[config.mk]
export PLATFORM = sky130hd
export DESIGN_NAME = imu_binary_frame_deframer
export DESIGN_NICKNAME = d
export VERILOG_FILES = /design/src/hw/rtl/dfr_pkg.sv /design/src/hw/rtl/dfr_job_fifo.sv /design/src/hw/rtl/dfr_front.sv /design/src/hw/rtl/dfr_back.sv /design/src/hw/rtl/imu_binary_frame_deframer.sv
export SDC_FILE = /design/constraint.sdc
export NUM_CORES = 1
export LEC_CHECK = 0
export ABC_CLOCK_PERIOD_IN_PS = 29000
export BUFFER_PORTS_ARGS = -buffer_cell sky130_fd_sc_hd__buf_4
export CAP_MARGIN = 20
export CORE_MARGIN = 2
export CORE_UTILIZATION = 45
export DETAILED_ROUTE_END_ITERATION = 8
export PLACE_DENSITY = 0.73
export SLEW_MARGIN = 10
export SYNTH_ARGS = -nofsm -noshare
export SYNTH_HDL_FRONTEND = slang
export SYNTH_SLANG_ARGS = --single-unit
export TNS_END_PERCENT = 100
[constraint.sdc]
create_clock -name clk -period 29 [get_ports clk]
set_input_delay 5.8 -clock clk [delete_from_list [all_inputs] [get_ports clk]]
set_output_delay 5.8 -clock clk [all_outputs]
set_load 0.02 [all_outputs]
[src/hw/rtl/dfr_pkg.sv]
// ----------------------------------------------------------------------------
// dfr_pkg
// Shared types, constants and the CRC-16 byte step for the IMU frame deframer.
// ----------------------------------------------------------------------------
package dfr_pkg;

	localparam int WIN_LEN   = 36;	// sync byte plus frame body
	localparam int BODY_LEN  = 35;	// bytes after sync
	localparam int CRC_SPAN  = 33;	// body bytes covered by the CRC
	localparam int OUT_WORDS = 7;
	localparam int WORD_BASE = 5;	// body byte of the first output word

	localparam logic [7:0] SYNC_RESET = 8'hFA;

	typedef logic [BODY_LEN-1:0][7:0] body_t;

	// result of one frame check, back to front
	typedef struct packed {
		logic valid;
		logic match;
	} verdict_t;

	typedef enum logic [2:0] {
		B_IDLE  = 3'b001,
		B_CRC   = 3'b010,
		B_CHECK = 3'b100
	} back_state_t;

	// CRC-16 CCITT, byte-serial form
	function automatic logic [15:0] crc16_step(input logic [15:0] crc_in,
	                                           input logic [7:0] data);
		logic [15:0] c;
		c = {crc_in[7:0], crc_in[15:8]};
		c = c ^ {8'h00, data};
		c = c ^ {12'h000, c[7:4]};
		c = c ^ {c[3:0], 12'h000};
		c = c ^ {3'b000, c[7:0], 5'b00000};
		return c;
	endfunction

endpackage

[src/hw/rtl/dfr_job_fifo.sv]
// ----------------------------------------------------------------------------
// dfr_job_fifo
// Two-entry queue of candidate frame bodies between front and back.
// ----------------------------------------------------------------------------
module dfr_job_fifo (
	input  logic            clk,
	input  logic            arst_n,
	input  logic            push,
	input  dfr_pkg::body_t  push_data,
	output logic            full,
	input  logic            pop,
	output logic            valid,
	output dfr_pkg::body_t  pop_data
);

	dfr_pkg::body_t mem_q [2];
	logic           wr_ptr_q;
	logic           rd_ptr_q;
	logic [1:0]     count_q;

	assign full     = (count_q == 2'd2);
	assign valid    = (count_q != 2'd0);
	assign pop_data = mem_q[rd_ptr_q];

	always_ff @(posedge clk or negedge arst_n) begin
		if (!arst_n) begin
			wr_ptr_q <= 1'b0;
			rd_ptr_q <= 1'b0;
			count_q  <= 2'd0;
		end else begin
			if (push)
				wr_ptr_q <= ~wr_ptr_q;
			if (pop)
				rd_ptr_q <= ~rd_ptr_q;
			if (push && !pop)
				count_q <= count_q + 2'd1;
			else if (pop && !push)
				count_q <= count_q - 2'd1;
		end
	end

	always_ff @(posedge clk) begin
		if (push)
			mem_q[wr_ptr_q] <= push_data;
	end

	a_no_overrun: assert property (@(posedge clk) disable iff (!arst_n)
		!(push && full) && !(pop && !valid))
		else $error("job queue overrun or underrun");

endmodule

[src/hw/rtl/dfr_front.sv]
// ----------------------------------------------------------------------------
// dfr_front
// Byte window, fill count and skip count; picks sync-led candidates and
// holds further bytes until the back end has judged the frame.
// ----------------------------------------------------------------------------
module dfr_front (
	input  logic               clk,
	input  logic               arst_n,
	input  logic               cfg_we,
	input  logic [7:0]         cfg_wdata,
	input  logic [7:0]         rx_byte,
	input  logic               in_valid,
	output logic               in_stall,
	output logic               job_push,
	output dfr_pkg::body_t     job_data,
	input  logic               job_full,
	input  dfr_pkg::verdict_t  verdict
);

	localparam logic [5:0] WIN_FULL = 6'(dfr_pkg::WIN_LEN);
	localparam logic [5:0] SKIP_LEN = 6'(dfr_pkg::BODY_LEN);

	logic [dfr_pkg::WIN_LEN-1:0][7:0] win_q;
	logic [dfr_pkg::WIN_LEN-1:0][7:0] win_next;
	logic [5:0] fill_q;
	logic [5:0] fill_next;
	logic [5:0] skip_q;
	logic [7:0] sync_q;
	logic       pending_q;
	logic       accept;
	logic       full_next;

	assign in_stall  = pending_q | job_full;
	assign accept    = in_valid & ~in_stall;
	// index 0 is the oldest byte
	assign win_next  = {rx_byte, win_q[dfr_pkg::WIN_LEN-1:1]};
	assign fill_next = (fill_q == WIN_FULL) ? WIN_FULL : fill_q + 6'd1;
	assign full_next = (fill_next == WIN_FULL);
	assign job_push  = accept & full_next & (skip_q == 6'd0) & (win_next[0] == sync_q);
	assign job_data  = win_next[dfr_pkg::WIN_LEN-1:1];

	always_ff @(posedge clk or negedge arst_n) begin
		if (!arst_n) begin
			fill_q    <= 6'd0;
			skip_q    <= 6'd0;
			sync_q    <= dfr_pkg::SYNC_RESET;
			pending_q <= 1'b0;
		end else begin
			if (cfg_we)
				sync_q <= cfg_wdata;
			if (accept) begin
				fill_q <= fill_next;
				if (full_next && skip_q != 6'd0)
					skip_q <= skip_q - 6'd1;
			end
			if (job_push)
				pending_q <= 1'b1;
			else if (verdict.valid) begin
				pending_q <= 1'b0;
				if (verdict.match)
					skip_q <= SKIP_LEN;
			end
		end
	end

	always_ff @(posedge clk) begin
		if (accept)
			win_q <= win_next;
	end

	a_one_job: assert property (@(posedge clk) disable iff (!arst_n)
		job_push |=> pending_q && !accept)
		else $error("byte taken while a frame check is open");

	a_verdict_expected: assert property (@(posedge clk) disable iff (!arst_n)
		verdict.valid |-> pending_q)
		else $error("verdict without an open check");

endmodule

[src/hw/rtl/dfr_back.sv]
// ----------------------------------------------------------------------------
// dfr_back
// Byte-serial CRC-16 over a candidate body, compare with the trailing CRC,
// and on a match load the seven little-endian words into the output register.
// ----------------------------------------------------------------------------
module dfr_back (
	input  logic               clk,
	input  logic               arst_n,
	input  logic               job_valid,
	input  dfr_pkg::body_t     job_data,
	output logic               job_pop,
	output dfr_pkg::verdict_t  verdict,
	output logic               out_valid,
	input  logic               out_stall,
	output logic [31:0]        yaw_bits,
	output logic [31:0]        pitch_bits,
	output logic [31:0]        roll_bits,
	output logic [31:0]        accel_x_bits,
	output logic [31:0]        accel_y_bits,
	output logic [31:0]        accel_z_bits,
	output logic [31:0]        pressure_bits
);

	localparam logic [5:0] LAST_STEP = 6'(dfr_pkg::CRC_SPAN - 1);
	// after CRC_SPAN rotations body byte i sits at i + 2, the CRC at 0 and 1
	localparam int OFS = dfr_pkg::BODY_LEN - dfr_pkg::CRC_SPAN + dfr_pkg::WORD_BASE;

	dfr_pkg::back_state_t state_q;
	dfr_pkg::body_t       sr_q;
	logic [5:0]           step_q;
	logic [15:0]          crc_q;
	logic                 out_valid_q;
	logic [dfr_pkg::OUT_WORDS-1:0][31:0] words_q;
	logic                 match;
	logic                 out_free;
	logic                 load;

	assign job_pop  = (state_q == dfr_pkg::B_IDLE) & job_valid;
	assign match    = (crc_q == {sr_q[0], sr_q[1]});
	assign out_free = ~out_valid_q | ~out_stall;
	assign load     = (state_q == dfr_pkg::B_CHECK) & match & out_free;

	assign verdict.valid = (state_q == dfr_pkg::B_CHECK) & (~match | out_free);
	assign verdict.match = match;

	always_ff @(posedge clk or negedge arst_n) begin
		if (!arst_n) begin
			state_q     <= dfr_pkg::B_IDLE;
			out_valid_q <= 1'b0;
		end else begin
			case (state_q)
				dfr_pkg::B_IDLE: begin
					if (job_valid)
						state_q <= dfr_pkg::B_CRC;
				end
				dfr_pkg::B_CRC: begin
					if (step_q == LAST_STEP)
						state_q <= dfr_pkg::B_CHECK;
				end
				dfr_pkg::B_CHECK: begin
					if (verdict.valid)
						state_q <= dfr_pkg::B_IDLE;
				end
				default: state_q <= dfr_pkg::B_IDLE;
			endcase
			if (load)
				out_valid_q <= 1'b1;
			else if (!out_stall)
				out_valid_q <= 1'b0;
		end
	end

	always_ff @(posedge clk) begin
		if (job_pop) begin
			sr_q   <= job_data;
			crc_q  <= 16'h0000;
			step_q <= 6'd0;
		end else if (state_q == dfr_pkg::B_CRC) begin
			crc_q  <= dfr_pkg::crc16_step(crc_q, sr_q[0]);
			sr_q   <= {sr_q[0], sr_q[dfr_pkg::BODY_LEN-1:1]};
			step_q <= step_q + 6'd1;
		end
		if (load) begin
			for (int j = 0; j < dfr_pkg::OUT_WORDS; j++)
				words_q[j] <= sr_q[OFS + 4*j +: 4];
		end
	end

	assign out_valid     = out_valid_q;
	assign yaw_bits      = words_q[0];
	assign pitch_bits    = words_q[1];
	assign roll_bits     = words_q[2];
	assign accel_x_bits  = words_q[3];
	assign accel_y_bits  = words_q[4];
	assign accel_z_bits  = words_q[5];
	assign pressure_bits = words_q[6];

	a_crc_length: assert property (@(posedge clk) disable iff (!arst_n)
		(state_q == dfr_pkg::B_CRC && step_q == LAST_STEP) |=> state_q == dfr_pkg::B_CHECK)
		else $error("CRC pass not of frame length");

	a_match_output: assert property (@(posedge clk) disable iff (!arst_n)
		(verdict.valid && verdict.match) |=> out_valid_q)
		else $error("accepted frame without output transfer pending");

endmodule

[src/hw/rtl/imu_binary_frame_deframer.sv]
// ----------------------------------------------------------------------------
// imu_binary_frame_deframer
// Sync-byte frame parser with CRC-16 check for a binary IMU byte stream.
// ----------------------------------------------------------------------------
// Bytes arrive one per transfer on rx_byte and fill a 36-byte window. Once the
// window is full, an oldest byte equal to sync_value (reset 0xFA, written via
// cfg_we/cfg_wdata) starts a check: CRC-16 CCITT (init 0) over the 33 bytes
// after sync against the big-endian CRC that follows. A good frame gives one
// output transfer of seven raw little-endian float words and its 35 body bytes
// are then not taken as starts. A byte that starts no check does not raise
// in_stall. A byte that starts a check holds in_stall high while it leaves the
// queue, while 33 CRC steps run at one byte per cycle, and while the frame is
// compared and the verdict handed back; only then is the next byte taken. A
// good frame also waits for the output register to be free, so a stalled
// output stalls the input after one pending result.
// ----------------------------------------------------------------------------
module imu_binary_frame_deframer (
	input  logic        clk,
	input  logic        arst_n,
	input  logic        cfg_we,
	input  logic [7:0]  cfg_wdata,
	input  logic [7:0]  rx_byte,
	input  logic        in_valid,
	output logic        in_stall,
	output logic        out_valid,
	input  logic        out_stall,
	output logic [31:0] yaw_bits,
	output logic [31:0] pitch_bits,
	output logic [31:0] roll_bits,
	output logic [31:0] accel_x_bits,
	output logic [31:0] accel_y_bits,
	output logic [31:0] accel_z_bits,
	output logic [31:0] pressure_bits
);

	logic              push;
	dfr_pkg::body_t    push_data;
	logic              q_full;
	logic              pop;
	logic              q_valid;
	dfr_pkg::body_t    pop_data;
	dfr_pkg::verdict_t verdict;

	dfr_front u_front (
		.clk       (clk),
		.arst_n    (arst_n),
		.cfg_we    (cfg_we),
		.cfg_wdata (cfg_wdata),
		.rx_byte   (rx_byte),
		.in_valid  (in_valid),
		.in_stall  (in_stall),
		.job_push  (push),
		.job_data  (push_data),
		.job_full  (q_full),
		.verdict   (verdict)
	);

	dfr_job_fifo u_queue (
		.clk       (clk),
		.arst_n    (arst_n),
		.push      (push),
		.push_data (push_data),
		.full      (q_full),
		.pop       (pop),
		.valid     (q_valid),
		.pop_data  (pop_data)
	);

	dfr_back u_back (
		.clk           (clk),
		.arst_n        (arst_n),
		.job_valid     (q_valid),
		.job_data      (pop_data),
		.job_pop       (pop),
		.verdict       (verdict),
		.out_valid     (out_valid),
		.out_stall     (out_stall),
		.yaw_bits      (yaw_bits),
		.pitch_bits    (pitch_bits),
		.roll_bits     (roll_bits),
		.accel_x_bits  (accel_x_bits),
		.accel_y_bits  (accel_y_bits),
		.accel_z_bits  (accel_z_bits),
		.pressure_bits (pressure_bits)
	);

endmodule
==> Implementation_results.wiki <==
{| class="wikitable"
! Metric !! Value
|-
| Hold path endpoint || u_back.accel_z_bits[4]$_DFFE_PP_
|-
| Worst reg-to-reg path cell count || 9
|-
| Detailed-route vias per instance || 5.15
|-
| Final Instance Area || 56400 µm²
|-
| Launching element type of the critical path || primary input
|-
| Reg-to-reg setup timing slack || 24100 ps
|-
| Detail Route Antenna Nets || 0
|-
| TritonCTS clock tree || built
|-
| Delay of the slowest critical-path stage || 950 ps
|-
| Starting density of the core || 45.4%
|-
| Transition at the pin with the smallest max-transition slack || 1120 ps
|-
| IR drop worst, VDD || 0.0430 mV
|-
| Gate Count Post-Synth || 2560
|-
| Cell at the root of the clock tree || clkbuf_16
|-
| Maximum clock skew at final layout || 28.8 ps
|-
| Simple-gate portion of the synthesized area || 3.18%
|-
| CP arrival || 9350 ps
|-
| Synthesized Nets || 2587
|-
| Post-detailed-placement cell area || 52100 µm²
|-
| Number of cells upsized or downsized after cts || 0
|-
| # rows || 120
|-
| Number of distinct library cell variants in the gate-level netlist after synthesis || 55
|-
| Worst setup EP type || register
|-
| Buffers and inverters on the worst path || 3
|-
| Largest net degree at the start of global routing || 240
|-
| Routed len/inst || 20.7 µm
|-
| Maximum clock insertion buffer count || 3
|-
| Share of synthesized area spent on multiplexers || 5.96%
|-
| Minimum clock period || 8990 ps
|-
| Number of flip-flops and latches in the synthesized netlist || 1395
|-
| Yosys top cell area share || 82.9%
|-
| Primary flip-flop cell chosen by synthesis mapping || edfxtp_1
|-
| Violation count after the first detailed-routing iteration || 1893
|-
| Inserted Clock Buffers || 137
|-
| Vias post-DR || 22500
|-
| Final clock period utilization by the worst path || 31.0%
|-
| Clock input transition at the sequential cells of the worst setup and hold paths || 60 ps
|-
| Number of buffers added on ports || 246
|-
| Area enclosed by the die boundary || 111000 µm²
|-
| DIE HEIGHT || 333 µm
|-
| Core occupancy in the finished layout || 52.6%
|-
| Maximum clock rate || 111 MHz
|-
| Fin Setup TNS || 0 ps
|-
| Series of cell instances along the critical path || buf_4 > nor2b_1 > o2111a_1 > o211a_1 > nand2_4 > nor2_4 > buf_4 > buf_4
|-
| Max Transition Viols Final || 0
|-
| Detailed-route wire length || 90500 µm
|-
| Required time of the critical path || 29360 ps
|-
| Leakage || 19.2 nW
|-
| Gpl congestion || 0.775
|-
| Total of warnings raised by yosys || 0
|-
| Clock sink count || 1395
|-
| Max transition margin || 25.6%
|-
| GRT overflow || 0
|-
| DRC errors left || 0
|-
| PwrDens || 70.0 nW/µm²
|-
| I/O pin count || 247
|-
| Die Wd || 333 µm
|-
| Number of global-route vias before repair || 22700
|-
| Core area || 107000 µm²
|-
| Avg Cell Area, Syn || 19.0 µm²
|-
| Count of TritonRoute iterations in the first routing pass || 5
|-
| Wire length of the first global-routing pass || 136000 µm
|-
| Total half-perimeter wirelength after legalization and detailed placement || 51700 µm
|-
| Depth of the worst hold-timing path || 0
|-
| Complex-gate fraction of the synthesized area || 3.49%
|-
| Final net count || 2893
|-
| Count of flip-flops with a built-in enable after synthesis || 1344
|-
| Initial antenna violation count || 0
|-
| Critical hold path startpoint || u_back.sr_q[220]$_DFFE_PP_
|-
| RSZ-0062 raised after global routing || false
|-
| Reg2reg end || u_queue.mem_q[0][137]$_DFFE_PP_
|-
| Gr usage total || 16.0%
|-
| Kind of cell with the highest combined delay on the critical path || buffers and inverters
|-
| Final setup violation count || 0
|-
| Largest family of logic cells by synthesized area || multiplexers
|-
| Total number of H-tree levels || 4
|-
| Fraction of the mapped netlist area in adder cells || 0.154%
|-
| Synth top area cells || edfxtp_1 83%, mux2i_1 5.8%, o21ai_0 3.0%
|-
| Cell type contributing the most total cell area after synthesis || edfxtp_1
|-
| XOR/XNOR Fraction of Synth Area || 0.954%
|-
| Count of endpoints failing hold in the final timing report || 0
|-
| Worst R2R Start || u_front.skip_q[0]$_DFF_PN0_
|-
| Top fanout value on the critical path || 76
|-
| Hold-fix buffers at CTS || 0
|-
| Area Overhead vs Synth || 15.8%
|-
| Master of the slowest instance on the critical path || buf_4
|-
| Fraction of layout cells with a size suffix above 1 || 16.1%
|-
| Post-CTS setup buffer count || 0
|-
| Worst Setup Path Type || primary input to register
|-
| Max capacitance violation total || 0
|-
| Most frequent cell on the critical path || buf_4
|-
| Sequential-to-total area share from yosys stat || 85.3%
|-
| Clock insertion delay at the later pin of the skew report || 750 ps
|-
| Share of flip-flops with an asynchronous set or reset after synthesis || 2.08%
|-
| Mapped Area || 48700 µm²
|-
| Path class of the lowest-slack min-delay path || register to register
|-
| Run status || completed
|}
==> layout make-up <==
class | count | area, µm²
fillers | 8289 | 50800
flip-flops and latches | 1395 | 41500
multi-input cells | 1046 | 6710
clock buffers | 165 | 3600
repair buffers | 269 | 2060
well taps | 1403 | 1760
clock inverters | 74 | 629
inverters | 17 | 93.8
diodes | 2 | 5.00
==> layout by cell type (no fill, tap or decap), drive strengths merged, types with 3 or more instances in the layout <==
master / count
clkbuf: 165
mux2: 8
a22o: 3
nand3: 14
and2: 3
bufinv: 6
xnor2: 38
inv: 24
o31ai: 3
buf: 269
nor2: 13
nand4: 8
nand2b: 3
xor2: 15
nor3: 7
dfrtp: 22
o21ai: 295
nand2: 306
dfxtp: 22
clkinv: 60
mux2i: 281
and3: 5
dfstp: 7
or3: 3
a31oi: 6
edfxtp: 1344
a21oi: 6
ha: 6
==> per-stage QoR <==
stage | cells | total power, mW | hold WS (ps) | setup WS [ps]
6_report | 4371 | 3.95 | 446 | 20010
5_1_grt | 4369 | 4.07 | 465 | 19710
4_1_cts | 4369 | 3.99 | 449 | 19930
3_5_place_dp | 4130 | 2.32 | 436 | 19140
3_3_place_gp | 4130 | 2.31 | 433 | 19150
2_1_floorplan | 2560 | 2.30 | 426 | 9940
==> metal layers <==
metal / share of wire (%) / vias to the layer above / track usage (%)
met4: 2.3 / 0 / 5.14
met1: 42 / 11400 / 21.1
li1: - / 10400 / -
met3: 5.2 / 146 / 3.36
met5: 0 / - / 0
met2: 50 / 508 / 26.8
==> flip-flops by register name, summed over array words and instances (netlist names) <==
name	count
u_back.sr_q	280
u_front.sync_q	8
u_back.pitch_bits	32
u_front.job_data	272
u_back.step_q	6
u_front.skip_q	6
u_back.yaw_bits	32
u_front.win_next	8
u_back.accel_z_bits	32
u_back.accel_y_bits	32
u_front.pending_q	1
u_queue.wr_ptr_q	1
u_queue.rd_ptr_q	1
u_back.pressure_bits	32
u_queue.mem_q	560
u_back.accel_x_bits	32
u_queue.count_q	2
u_back.state_q	3
u_back.out_valid	1
u_front.fill_q	6
u_back.roll_bits	32
u_back.crc_q	16
==> where the power goes <==
group,leakage [nW],internal [mW],switching (mW)
logic,3.90,0.00960,0.0162
registers,13.3,2.23,0.0227
clock network,2.06,0.943,0.731
total,19.2,3.18,0.770
==> cell families after synthesis <==
kind of cell	after synthesis
DFF	1395
and+or+nand+nor	373
AOI/OAI and AO/OA	325
muxes	289
buffers and inverters	119
xor gates and xnor gates	53
adders and majority gates	6
==> how the worst max path moves through the flow <==
| stage | slack (ps) | endpoint | depth (start not counted) | from |
|---|---|---|---|---|
| 4_1_cts | 19930 | u_queue.mem_q[0][137]$_DFFE_PP_ | 8 | in_valid |
| 2_1_floorplan | 9940 | u_queue.mem_q[0][0]$_DFFE_PP_ | 5 | in_valid |
| 3_5_place_dp | 19140 | u_queue.mem_q[0][138]$_DFFE_PP_ | 8 | in_valid |
| 3_3_place_gp | 19150 | u_queue.mem_q[0][151]$_DFFE_PP_ | 8 | in_valid |
| 5_1_grt | 19710 | u_queue.mem_q[0][147]$_DFFE_PP_ | 8 | in_valid |
| 6_report | 20010 | u_queue.mem_q[0][137]$_DFFE_PP_ | 8 | in_valid |
==> cells in the mapped netlist, types with 5 or more instances <==
library cell,n
o21ai_0,295
xnor2_1,38
inv_1,15
nand3_1,14
nor2_1,13
a21oi_1,5
xor2_1,15
a31oi_1,6
clkbuf_1,92
mux2i_1,281
nor3_1,6
mux2_2,8
nand2_1,305
dfstp_2,7
dfrtp_1,22
ha_1,6
dfxtp_1,22
nand4_1,8
buf_1,5
edfxtp_1,1344
No activity file was read; power rests on OpenSTA's default activity.
